--- src/rtl/sdl_pkg.sv ---
`default_nettype none

package sdl_pkg;

    // Fixed field widths.
    localparam int DATA_W       = 32;
    localparam int OP_W         = 4;
    localparam int STATUS_W     = 2;

    // Default store depth and the matching count width.
    localparam int CAPACITY_DEF = 16;
    localparam int CNT_W_DEF    = $clog2(CAPACITY_DEF + 1);

    // Operation codes carried by an input item.
    typedef enum logic [OP_W-1:0] {
        OP_PUSH_FRONT = 4'd0,
        OP_PUSH_BACK  = 4'd1,
        OP_SORTED     = 4'd2,
        OP_POP_FRONT  = 4'd3,
        OP_POP_BACK   = 4'd4,
        OP_REMOVE     = 4'd5,
        OP_ITER_START = 4'd6,
        OP_ITER_STEP  = 4'd7,
        OP_CLEAR      = 4'd8
    } sdl_op_t;

    // Status codes reported with each result item.
    typedef enum logic [STATUS_W-1:0] {
        ST_DONE = 2'd0,
        ST_FULL = 2'd1,
        ST_MISS = 2'd2
    } sdl_status_t;

    // Command broadcast to every cell.
    typedef struct packed {
        sdl_op_t op;
        logic    commit;
    } sdl_cell_ctrl_t;

    // Position flags of one cell relative to the count and the cursor.
    typedef struct packed {
        logic head;
        logic occ;
        logic at_count;
        logic at_last;
        logic sel_cur;
    } sdl_cell_pos_t;

endpackage

`default_nettype wire

--- src/rtl/sdl_req_if.sv ---
`default_nettype none

interface sdl_req_if;

    logic                              valid;
    logic                              ready;
    logic [sdl_pkg::OP_W-1:0]          op;
    logic signed [sdl_pkg::DATA_W-1:0] value;

    modport source (output valid, output op, output value, input ready);
    modport sink (input valid, input op, input value, output ready);

endinterface

`default_nettype wire

--- src/rtl/sdl_rsp_if.sv ---
`default_nettype none

interface sdl_rsp_if #(
    parameter int CNT_W = sdl_pkg::CNT_W_DEF
);

    logic                                valid;
    logic                                ready;
    logic signed [sdl_pkg::DATA_W-1:0]   read_value;
    logic                                read_valid;
    logic [CNT_W-1:0]                    count;
    logic                                is_empty;
    logic signed [sdl_pkg::DATA_W-1:0]   first_value;
    logic signed [sdl_pkg::DATA_W-1:0]   last_value;
    logic [sdl_pkg::STATUS_W-1:0]        status;

    modport source (
        output valid, output read_value, output read_valid, output count,
        output is_empty, output first_value, output last_value, output status,
        input ready
    );
    modport sink (
        input valid, input read_value, input read_valid, input count,
        input is_empty, input first_value, input last_value, input status,
        output ready
    );

endinterface

`default_nettype wire

--- src/rtl/sorted_deque_list.sv ---
// Ordered list of up to CAPACITY signed 32-bit values held in a row of
// cells, one entry per cell, with entry 0 at the front. In the cycle an
// item is accepted every cell compares its entry against the operand and
// the whole row shifts at once; once the output register is free, the
// result (count, front, back, read value and status) is gathered from the
// updated row into the output register. The combinational depth grows with
// CAPACITY because the insert/remove mark and the two read buses ripple
// through the cells. A new item is accepted in the cycle after the previous
// one finishes gathering, even while its result is still waiting.
`default_nettype none

module sorted_deque_list #(
    parameter int CAPACITY = sdl_pkg::CAPACITY_DEF
) (
    input  wire       clk,
    input  wire       rst_n,
    sdl_req_if.sink   req,
    sdl_rsp_if.source rsp
);

    localparam int CNT_W = $clog2(CAPACITY + 1);

    // List and cursor state.
    logic [CNT_W-1:0]                    count_reg;
    logic [CNT_W-1:0]                    count_next;
    logic [CNT_W-1:0]                    cur_pos_reg;
    logic [CNT_W-1:0]                    cur_pos_next;
    logic                                cur_live_reg;
    logic                                cur_live_next;

    // Pending result fields taken in the accept cycle.
    logic                                busy_reg;
    logic                                busy_next;
    logic signed [sdl_pkg::DATA_W-1:0]   pend_rd_reg;
    logic signed [sdl_pkg::DATA_W-1:0]   pend_rd_next;
    logic                                pend_rv_reg;
    logic                                pend_rv_next;
    sdl_pkg::sdl_status_t                pend_st_reg;
    sdl_pkg::sdl_status_t                pend_st_next;

    // Output register.
    logic                                out_valid_reg;
    logic                                out_valid_next;
    logic signed [sdl_pkg::DATA_W-1:0]   out_rd_reg;
    logic                                out_rv_reg;
    logic [CNT_W-1:0]                    out_cnt_reg;
    logic                                out_empty_reg;
    logic signed [sdl_pkg::DATA_W-1:0]   out_first_reg;
    logic signed [sdl_pkg::DATA_W-1:0]   out_last_reg;
    sdl_pkg::sdl_status_t                out_st_reg;
    logic                                out_load;

    // Row wiring.
    logic signed [sdl_pkg::DATA_W-1:0]   cell_data [CAPACITY];
    logic                                mark      [CAPACITY+1];
    logic signed [sdl_pkg::DATA_W-1:0]   last_bus  [CAPACITY+1];
    logic signed [sdl_pkg::DATA_W-1:0]   cur_bus   [CAPACITY+1];

    logic                                accept;
    sdl_pkg::sdl_op_t                    op;
    logic                                full;
    logic                                found;
    logic                                commit;
    sdl_pkg::sdl_cell_ctrl_t             ctrl;

    assign req.ready = !busy_reg;
    assign accept    = req.valid && !busy_reg;
    assign op        = sdl_pkg::sdl_op_t'(req.op);
    assign full      = (count_reg == CNT_W'(CAPACITY));
    assign found     = mark[CAPACITY];

    assign ctrl.op     = op;
    assign ctrl.commit = commit;

    assign mark[0]     = 1'b0;
    assign last_bus[0] = '0;
    assign cur_bus[0]  = '0;

    // Row of cells.
    for (genvar i = 0; i < CAPACITY; i++)
    begin : g_cell
        sdl_pkg::sdl_cell_pos_t            pos;
        logic signed [sdl_pkg::DATA_W-1:0] left_data;
        logic signed [sdl_pkg::DATA_W-1:0] right_data;

        assign pos.head     = (i == 0);
        assign pos.occ      = (CNT_W'(i) < count_reg);
        assign pos.at_count = (count_reg == CNT_W'(i));
        assign pos.at_last  = (count_reg == CNT_W'(i + 1));
        assign pos.sel_cur  = (cur_pos_reg == CNT_W'(i));

        if (i == 0)
        begin : g_left_end
            assign left_data = req.value;
        end
        else
        begin : g_left
            assign left_data = cell_data[i-1];
        end

        if (i == CAPACITY - 1)
        begin : g_right_end
            assign right_data = cell_data[i];
        end
        else
        begin : g_right
            assign right_data = cell_data[i+1];
        end

        sdl_cell u_cell (
            .clk          (clk),
            .ctrl         (ctrl),
            .pos          (pos),
            .value        (req.value),
            .left_data    (left_data),
            .right_data   (right_data),
            .mark_in      (mark[i]),
            .last_bus_in  (last_bus[i]),
            .cur_bus_in   (cur_bus[i]),
            .mark_out     (mark[i+1]),
            .data         (cell_data[i]),
            .last_bus_out (last_bus[i+1]),
            .cur_bus_out  (cur_bus[i+1])
        );
    end

    // Operation control: count, cursor and pending result fields.
    always_comb
    begin
        commit        = 1'b0;
        count_next    = count_reg;
        cur_pos_next  = cur_pos_reg;
        cur_live_next = cur_live_reg;
        pend_rd_next  = pend_rd_reg;
        pend_rv_next  = pend_rv_reg;
        pend_st_next  = pend_st_reg;
        if (accept)
        begin
            pend_rd_next = '0;
            pend_rv_next = 1'b0;
            pend_st_next = sdl_pkg::ST_DONE;
            unique case (op)
                sdl_pkg::OP_PUSH_FRONT, sdl_pkg::OP_PUSH_BACK, sdl_pkg::OP_SORTED:
                begin
                    if (full)
                    begin
                        pend_st_next = sdl_pkg::ST_FULL;
                    end
                    else
                    begin
                        commit        = 1'b1;
                        count_next    = count_reg + 1'b1;
                        cur_live_next = 1'b0;
                    end
                end
                sdl_pkg::OP_POP_FRONT, sdl_pkg::OP_POP_BACK, sdl_pkg::OP_REMOVE:
                begin
                    if (found)
                    begin
                        commit        = 1'b1;
                        count_next    = count_reg - 1'b1;
                        cur_live_next = 1'b0;
                    end
                    else
                    begin
                        pend_st_next = sdl_pkg::ST_MISS;
                    end
                end
                sdl_pkg::OP_ITER_START:
                begin
                    cur_pos_next  = '0;
                    cur_live_next = (count_reg != '0);
                end
                sdl_pkg::OP_ITER_STEP:
                begin
                    if (cur_live_reg && (cur_pos_reg < count_reg))
                    begin
                        pend_rd_next  = cur_bus[CAPACITY];
                        pend_rv_next  = 1'b1;
                        cur_pos_next  = cur_pos_reg + 1'b1;
                        cur_live_next = ((cur_pos_reg + 1'b1) < count_reg);
                    end
                    else
                    begin
                        pend_rd_next  = '1;
                        cur_live_next = 1'b0;
                    end
                end
                sdl_pkg::OP_CLEAR:
                begin
                    count_next    = '0;
                    cur_live_next = 1'b0;
                end
                default:
                begin
                    commit = 1'b0;
                end
            endcase
        end
    end

    // Gather phase: load the output register once it is free.
    assign out_load = busy_reg && (!out_valid_reg || rsp.ready);

    always_comb
    begin
        busy_next      = busy_reg;
        out_valid_next = out_valid_reg;
        if (accept)
            busy_next = 1'b1;
        else if (out_load)
            busy_next = 1'b0;
        if (out_load)
            out_valid_next = 1'b1;
        else if (rsp.ready)
            out_valid_next = 1'b0;
    end

    // Control registers.
    always_ff @(posedge clk or negedge rst_n)
    begin
        if (!rst_n)
        begin
            count_reg     <= '0;
            cur_pos_reg   <= '0;
            cur_live_reg  <= 1'b0;
            busy_reg      <= 1'b0;
            out_valid_reg <= 1'b0;
        end
        else
        begin
            count_reg     <= count_next;
            cur_pos_reg   <= cur_pos_next;
            cur_live_reg  <= cur_live_next;
            busy_reg      <= busy_next;
            out_valid_reg <= out_valid_next;
        end
    end

    // Payload registers.
    always_ff @(posedge clk)
    begin
        pend_rd_reg <= pend_rd_next;
        pend_rv_reg <= pend_rv_next;
        pend_st_reg <= pend_st_next;
        if (out_load)
        begin
            out_rd_reg    <= pend_rd_reg;
            out_rv_reg    <= pend_rv_reg;
            out_st_reg    <= pend_st_reg;
            out_cnt_reg   <= count_reg;
            out_empty_reg <= (count_reg == '0);
            out_first_reg <= (count_reg == '0) ? '0 : cell_data[0];
            out_last_reg  <= last_bus[CAPACITY];
        end
    end

    assign rsp.valid       = out_valid_reg;
    assign rsp.read_value  = out_rd_reg;
    assign rsp.read_valid  = out_rv_reg;
    assign rsp.count       = out_cnt_reg;
    assign rsp.is_empty    = out_empty_reg;
    assign rsp.first_value = out_first_reg;
    assign rsp.last_value  = out_last_reg;
    assign rsp.status      = out_st_reg;

endmodule

`default_nettype wire

--- src/rtl/sdl_cell.sv ---
`default_nettype none

// One list entry. The cell decides locally whether it is the insert or
// removal point, and passes a mark to its right neighbor so that every
// cell past that point shifts in the same cycle.
module sdl_cell (
    input  wire                                    clk,
    input  wire sdl_pkg::sdl_cell_ctrl_t           ctrl,
    input  wire sdl_pkg::sdl_cell_pos_t            pos,
    input  wire logic signed [sdl_pkg::DATA_W-1:0] value,
    input  wire logic signed [sdl_pkg::DATA_W-1:0] left_data,
    input  wire logic signed [sdl_pkg::DATA_W-1:0] right_data,
    input  wire                                    mark_in,
    input  wire logic signed [sdl_pkg::DATA_W-1:0] last_bus_in,
    input  wire logic signed [sdl_pkg::DATA_W-1:0] cur_bus_in,
    output logic                                   mark_out,
    output logic signed [sdl_pkg::DATA_W-1:0]      data,
    output logic signed [sdl_pkg::DATA_W-1:0]      last_bus_out,
    output logic signed [sdl_pkg::DATA_W-1:0]      cur_bus_out
);

    logic signed [sdl_pkg::DATA_W-1:0] data_reg;
    logic signed [sdl_pkg::DATA_W-1:0] data_next;
    logic                              hit;

    // Decide whether this cell is where the operation lands.
    always_comb
    begin
        unique case (ctrl.op)
            sdl_pkg::OP_PUSH_FRONT: hit = pos.head;
            sdl_pkg::OP_PUSH_BACK:  hit = pos.at_count;
            sdl_pkg::OP_SORTED:     hit = (pos.occ && (data_reg > value)) || pos.at_count;
            sdl_pkg::OP_POP_FRONT:  hit = pos.head && pos.occ;
            sdl_pkg::OP_POP_BACK:   hit = pos.at_last && pos.occ;
            sdl_pkg::OP_REMOVE:     hit = pos.occ && (data_reg == value);
            default:                hit = 1'b0;
        endcase
    end

    assign mark_out = mark_in || hit;

    // Inserts shift right past the landing point; removals shift left.
    always_comb
    begin
        data_next = data_reg;
        if (ctrl.commit)
        begin
            unique case (ctrl.op)
                sdl_pkg::OP_PUSH_FRONT, sdl_pkg::OP_PUSH_BACK, sdl_pkg::OP_SORTED:
                begin
                    if (mark_in)
                        data_next = left_data;
                    else if (hit)
                        data_next = value;
                end
                sdl_pkg::OP_POP_FRONT, sdl_pkg::OP_POP_BACK, sdl_pkg::OP_REMOVE:
                begin
                    if (mark_out)
                        data_next = right_data;
                end
                default:
                begin
                    data_next = data_reg;
                end
            endcase
        end
    end

    // Entry storage holds no reset value.
    always_ff @(posedge clk)
    begin
        data_reg <= data_next;
    end

    assign data = data_reg;

    // Read buses ripple along the row; the selected cell drives its entry.
    assign last_bus_out = pos.at_last ? data_reg : last_bus_in;
    assign cur_bus_out  = pos.sel_cur ? data_reg : cur_bus_in;

endmodule

`default_nettype wire

--- src/flat_wrapper.sv ---
// flat-port wrapper written by rule: the top's interface ports become plain ports
module sorted_deque_list_flat 
#(
    parameter int CAPACITY = sdl_pkg::CAPACITY_DEF
)
  (clk, rst_n, req_valid, req_op, req_value, req_ready, rsp_valid, rsp_read_value, rsp_read_valid, rsp_count, rsp_is_empty, rsp_first_value, rsp_last_value, rsp_status, rsp_ready);
  sdl_req_if req_i ();
  sdl_rsp_if rsp_i ();
  input  wire clk;
  input  wire rst_n;
  input wire logic [$bits(req_i.valid)-1:0] req_valid;
  input wire logic [$bits(req_i.op)-1:0] req_op;
  input wire logic [$bits(req_i.value)-1:0] req_value;
  output wire logic [$bits(req_i.ready)-1:0] req_ready;
  output wire logic [$bits(rsp_i.valid)-1:0] rsp_valid;
  output wire logic [$bits(rsp_i.read_value)-1:0] rsp_read_value;
  output wire logic [$bits(rsp_i.read_valid)-1:0] rsp_read_valid;
  output wire logic [$bits(rsp_i.count)-1:0] rsp_count;
  output wire logic [$bits(rsp_i.is_empty)-1:0] rsp_is_empty;
  output wire logic [$bits(rsp_i.first_value)-1:0] rsp_first_value;
  output wire logic [$bits(rsp_i.last_value)-1:0] rsp_last_value;
  output wire logic [$bits(rsp_i.status)-1:0] rsp_status;
  input wire logic [$bits(rsp_i.ready)-1:0] rsp_ready;
  assign req_i.valid = req_valid;
  assign req_i.op = req_op;
  assign req_i.value = req_value;
  assign req_ready = req_i.ready;
  assign rsp_valid = rsp_i.valid;
  assign rsp_read_value = rsp_i.read_value;
  assign rsp_read_valid = rsp_i.read_valid;
  assign rsp_count = rsp_i.count;
  assign rsp_is_empty = rsp_i.is_empty;
  assign rsp_first_value = rsp_i.first_value;
  assign rsp_last_value = rsp_i.last_value;
  assign rsp_status = rsp_i.status;
  assign rsp_i.ready = rsp_ready;
  sorted_deque_list #(.CAPACITY(CAPACITY)) u_core (.clk(clk), .rst_n(rst_n), .req(req_i), .rsp(rsp_i));
endmodule
--- config.mk ---
export PLATFORM = sky130hd
export DESIGN_NAME = sorted_deque_list_flat
export DESIGN_NICKNAME = d
export VERILOG_FILES = /design/src/rtl/sdl_pkg.sv /design/src/rtl/sdl_req_if.sv /design/src/rtl/sdl_rsp_if.sv /design/src/rtl/sorted_deque_list.sv /design/src/rtl/sdl_cell.sv /design/src/flat_wrapper.sv
export SDC_FILE = /design/constraint.sdc
export NUM_CORES = 2
export LEC_CHECK = 0
export BUFFER_PORTS_ARGS = -buffer_cell sky130_fd_sc_hd__buf_2
export CORE_ASPECT_RATIO = 0.9
export CORE_MARGIN = 5
export CORE_UTILIZATION = 39
export CTS_CLUSTER_SIZE = 10
export DETAILED_ROUTE_END_ITERATION = 12
export PLACE_DENSITY = 0.66
export SYNTH_ARGS = -nofsm -noshare
export SYNTH_HDL_FRONTEND = slang
export SYNTH_HIERARCHICAL = 1
export SYNTH_SLANG_ARGS = --single-unit
--- constraint.sdc ---
create_clock -name clk -period 13.64 [get_ports clk]
set_input_delay 1.364 -clock clk [delete_from_list [all_inputs] [get_ports clk]]
set_output_delay 1.364 -clock clk [all_outputs]
set_load 0.005 [all_outputs]
; Yosys cells after proc, flatten, opt, wreduce, memory -nomap -nowiden
; Index checks and enable logic that the tools add are counted.
[totals]
elab_cells = 404
ff_bits = 665
input_bits = 40
[op_classes]
n_mux = 131
n_addsub = 3
magnitude_cmp = 34
n_eq_ne = 88
reduce_logical = 117
[op_table]
columns = operator, count
row1 = $mux W32, 79
row2 = $pmux W32 S2, 15
row3 = $eq A32 B32 Y1, 16
row4 = $gt A32 B32 Y1, 16
row5 = $eq A5 B4 Y1 const B, 16
row6 = $reduce_and A4 Y1, 17
row7 = $pmux W1 S4, 15
row8 = $logic_and A1 B1 Y1, 51
row9 = $ne A3 B3 Y1 const B, 14
row10 = $eq A5 B3 Y1 const B, 8
row11 = $lt A4 B5 Y1 const A, 8
row12 = $ne A2 B2 Y1 const B, 17
row13 = $logic_or A1 B1 Y1, 32
row14 = $eq A5 B2 Y1 const B, 4
row15 = $lt A3 B5 Y1 const A, 4
row16 = $eq A4 B3 Y1 const B, 4
row17 = $mux W5, 3
row18 = $pmux W5 S3, 1
row19 = $mux W1, 12
row20 = $add A5 B1 Y5 const B, 2
row21 = $eq A5 B1 Y1 const B, 2
row22 = $logic_not A5 Y1, 2
row23 = $lt A1 B5 Y1 const A, 2
row24 = $lt A2 B5 Y1 const A, 2
row25 = other kinds (20), 31

; Depth between registers and ports, before layout
[depth]
depth_word = 23
mapped_depth = 67

; Hierarchy
; Netlist, hierarchy kept.
[by_module_without_submodules]
columns = module, area_each_um2, cells_each, instances, seq_area_each_um2
row1 = sdl_cell at u_core.g_cell[0].u_cell ..., 3344.5, 347, 14, 960.9
row2 = sdl_cell at u_core.g_cell[8].u_cell ..., 3365.7, 355, 2, 960.9
row3 = sorted_deque_list, 6199.7, 445, 1, 4529.3

; Worst setup path before layout
; No wires, ideal clock.
[synth_timing]
path_kind = input to register
startpoint = input req_value[30]
endpoint = register u_core.g_cell[8].u_cell.data_reg, in the netlist u_core/g_cell[8].u_cell/data[0] (enable)
required_time_ns = 13.162
setup_ns = 0.478
path_stages = 63
arrival_time_ns = 13.027
slack_ns = 0.135
path_cell_list = inv_1 ha_1 nand4_2 or4_4 o211ai_1 a21oi_1 nor4_2 nand2_1 buf_2 nor4_2 nand2_1 buf_2 nor4_2 nand2_1 buf_2 nor4_2 nand2_1 buf_2 (+27 left out) nand2_1 buf_2 nor4_2 nand2_1 buf_2 nor4_2 nand2_1 buf_2 nor4_2 nand2_1 inv_1 a2111oi_4 and2b_1 inv_1 a211oi_1 nor4b_1 a221oi_1 nand2_1
[synth_lines]
columns = element, line_no
row1 = "start, declared", flat_wrapper.sv:13  ; input wire logic [$bits(req_i.value)-1:0] req_value;
row2 = "end signal, assigned", sdl_cell.sv:72  ; data_reg <= data_next;
row3 = "end, declared", sdl_cell.sv:22  ; logic signed [sdl_pkg::DATA_W-1:0] data_reg;

==> summary.txt <==
Status
  – Status: finished, final reports clean

Worst hold path
  – Worst min path class: reg -> reg
  – Worst Hold Depth: 0

Floorplan
  – Row count: around 140
  – Io pins: 147
  – Full die area: 161200 um2
  – Die W: between 400 and 500 um
  – Vert. Die Dim: 381.3 um
  – Initial Utilization: 0.3919
  – Core footprint: around 150000 um2

Power and ir drop
  – Total power density per cell area: about 130 nW/um2
  – Leak pwr: approximately 0.028 uW
  – Worst vdd ir: 0.00009519 V

STA
  – Fin Hold WS: about 0.42 ns
  – Final Max Slew Viols: 0
  – Hold Fails Final Rpt: 0
  – Max Fclk: around 78 MHz
  – Clock skew: roughly 0.034 ns
  – Final Critical Period: about 13 ns
  – Slew headroom: 0.2058
  – Setup TNS: 0 ns
  – Worst slew pin tran: around 1.2 ns
  – RSZ-0062 raised after global routing: false
  – Final setup vio count: 0
  – Fin crit share: 0.9459

Worst setup path
  – Most used cell, CP: nand2_2
  – CP max FO: 32
  – CP max stage cell: or4_4
  – CP arrival: ~13 ns
  – Crit path launch type: input pin
  – WP data required: ~14 ns
  – CP Capture Type: flop
  – Worst reg2reg path depth: 51
  – CP peak stage delay: approximately 0.45 ns
  – Kind of critical path: in -> reg

Clocking
  – Hold_buf cts: 0
  – H-tree lvl count: 3
  – Clock Tree Buf Depth: 3
  – Clock transition at path regs: 0.06 ns
  – Skew-Pair Late Insertion Delay: a little over 0.7 ns
  – Root buffer cell: clkbuf_16
  – TritonCTS clock tree: done
  – Number of CTS-inserted buffers: 83
  – Sink Count: about 670

Global route
  – Initial antenna violation count: 10
  – Largest net degree at the start of global routing: 74
  – Vias in the first global route: 44710
  – Total track usage: 0.2146
  – First-pass GRT wire length: roughly 280000 um
  – Congestion Overflow GR: 0

Yosys
  – Main synth FF type: edfxtp_1
  – Post-synthesis average cell area: ~9.9 um2
  – Post-Syn Instances: roughly 6000
  – Post-Syn Area: around 60000 um2
  – EDFF count, synth: roughly 650
  – Netlist cell types: 76
  – Synth warn: 6
  – FF+latch count, synth: 665
  – Synth top area cells: edfxtp_1, mux2_2, ha_1, mux2i_1, o21ai_0
  – Share of the synthesized area in the top cell type: 0.3277
  – Register area share after synthesis: 0.3331
  – Async S/R FF share, synth: 0.01955
  – Synth area leader: edfxtp_1

Finish
  – Largest register FFs: roughly 510
  – Layout cells sized above 1: 0.2456
  – Fillers: about 14000
  – Final net count: ~6700
  – Post-route cell area: ~66000 um2
  – Fin cells: between 8000 and 9000
  – Area grow syn2layout: 10.62%

Routing
  – Initial DRC count: ~4800
  – WL per Instance: ~22 um
  – Routed WL: roughly 180000 um
  – First-pass iteration count of the detailed router: 6
  – Vias/cell: 5.681
  – Detail Route Antenna Nets: 0
  – # DRC: 0
  – Total number of vias: 46820

Placed design
  – DP Area: between 60000 and 70000 um2
  – Gpl congestion: between 0.9 and 1
  – Placed cell count: roughly 8100
  – Dpl hpwl: about 140000 um
  – Port bufs: ~150

Run
  – Maximum Capacitance Violations: 0
-- cell usage after synthesis (15+ instances only) --
cell type,count
a211oi_1,18
a21oi_1,273
a221oi_1,32
a2bb2oi_1,28
and2_1,18
buf_1,64
buf_2,16
clkbuf_1,228
edfxtp_1,652
ha_1,530
inv_1,565
mux2_1,22
mux2_2,1002
mux2i_1,513
nand2_1,675
nand2b_1,20
nand3_1,56
nand4_1,110
nand4_2,18
nor2_1,102
nor2b_1,63
nor3_1,48
nor3b_1,20
nor4bb_1,30
o211ai_1,28
o21a_1,16
o21ai_0,509
o21ai_1,80
o21bai_1,15
or2_0,15
xor2_1,17
-- what timing repair did --
item | 4_1_cts | 5_1_grt
gates resized for setup | 1 | 7
pin swaps | 0 | 1
setup buffers | 0 | 2
endpoints found under the setup margin | 39 | 512
-- layout by cell type, fill, tap and decap left out, types with 15 or more instances in the layout --
master,synthesis,routed
buf_4,0,138
o211ai_1,28,28
clkbuf_1,228,22
or2_0,15,15
edfxtp_1,652,652
nor2b_1,63,63
mux2_1,22,22
nand2b_1,20,20
nor3_1,48,45
nand4_2,18,18
and2_1,18,17
nand4_1,110,110
a21oi_4,0,16
mux2_2,1002,1002
a21oi_1,273,259
nor3b_1,20,18
o21a_1,16,16
inv_1,565,564
o21ai_0,509,508
nand2_2,2,16
o21bai_1,15,15
a2bb2oi_1,28,28
conb_1,2,97
clkbuf_16,0,83
xor2_1,17,17
nand2_1,675,661
nor4bb_1,30,30
ha_1,530,530
a221oi_1,32,32
a211oi_1,18,18
o21ai_1,80,80
diode_2,0,28
mux2i_1,513,513
nand3_1,56,56
nor2_1,102,99
buf_2,16,142
-- worst paths after layout --
| check | start | endpoint | slack, ns |
|---|---|---|---|
| min in group asynchronous | rst_n | u_core/busy_reg$_DFFE_PN0P_ | 0.57 |
| max | req_value[26] | u_core/g_cell[9].u_cell/data[5]$_DFFE_PP_ | 0.74 |
| max reg2reg | u_core/count_reg[2]$_DFFE_PN0P_ | u_core/g_cell[9].u_cell/data[5]$_DFFE_PP_ | 1.01 |
| max in group asynchronous | rst_n | u_core/count_reg[1]$_DFFE_PN0P_ | 12.81 |
| min reg2reg | u_core/pend_rd_reg[4]$_SDFFCE_PN0P_ | u_core/rsp.read_value[4]$_DFFE_PP_ | 0.42 |
| min | u_core/pend_rd_reg[4]$_SDFFCE_PN0P_ | u_core/rsp.read_value[4]$_DFFE_PP_ | 0.42 |
-- metrics by stage --
step / total power (uW) / util / setup WS (ns)
after floorplan: 5237 / - / 0.1350
after global placement: 6320 / 0.4165 / -0.4093
after detailed placement: 6370 / 0.4165 / -0.7223
after CTS: 8495 / 0.4327 / 0.1365
after global routing: 8926 / 0.4331 / 0.005964
final: 8538 / 0.4335 / 0.7376
-- cell type report --
class	count	area, um2	area share
Multi-Input combinational cell	4569	37260	0.5638
Sequential cell	665	19900	0.3011
Tap cell	2001	2504	0.03788
Clock buffer	106	2173	0.03288
Inverter	565	2121	0.03208
Timing Repair Buffer	281	1767	0.02673
Clock inverter	27	296.5	0.004486
Antenna cell	28	70.07	0.001060
-- worst max-delay path, delay by kind of cell --
family | cells | cell delay (ns)
compound gates | 9 | 1.69
fa+ha+maj | 1 | 0.34
buf+inv | 6 | 1.17
simple gates | 35 | 8.67
-- per-layer routing --
metal  vias to the layer above  GRT usage  share of wire
met5                         -          0        0.00024
met4                         6    0.05326          0.026
met1                     22390     0.3267           0.49
met3                       236    0.05079          0.085
li1                      22300          -              -
met2                      1886     0.3024           0.40
-- kinds of logic after synthesis --
kind of cell | share of synthesized area
xor gates and xnor gates | 0.002638
adders and majority gates | 0.1110
DFF | 0.3331
muxes | 0.2789
and+or+nand+nor | 0.1109
other | 0.0001257
buffers and inverters | 0.05536
AOI/OAI and AO/OA | 0.1079
-- power by group --
part | leakage, uW | internal [uW] | switching [uW] | total (uW)
logic | 0.0202 | 1890 | 1950 | 3840
clock network | 0.00120 | 1170 | 939 | 2100
registers | 0.00613 | 2490 | 103 | 2600
(Power assumes the default switching activity.)
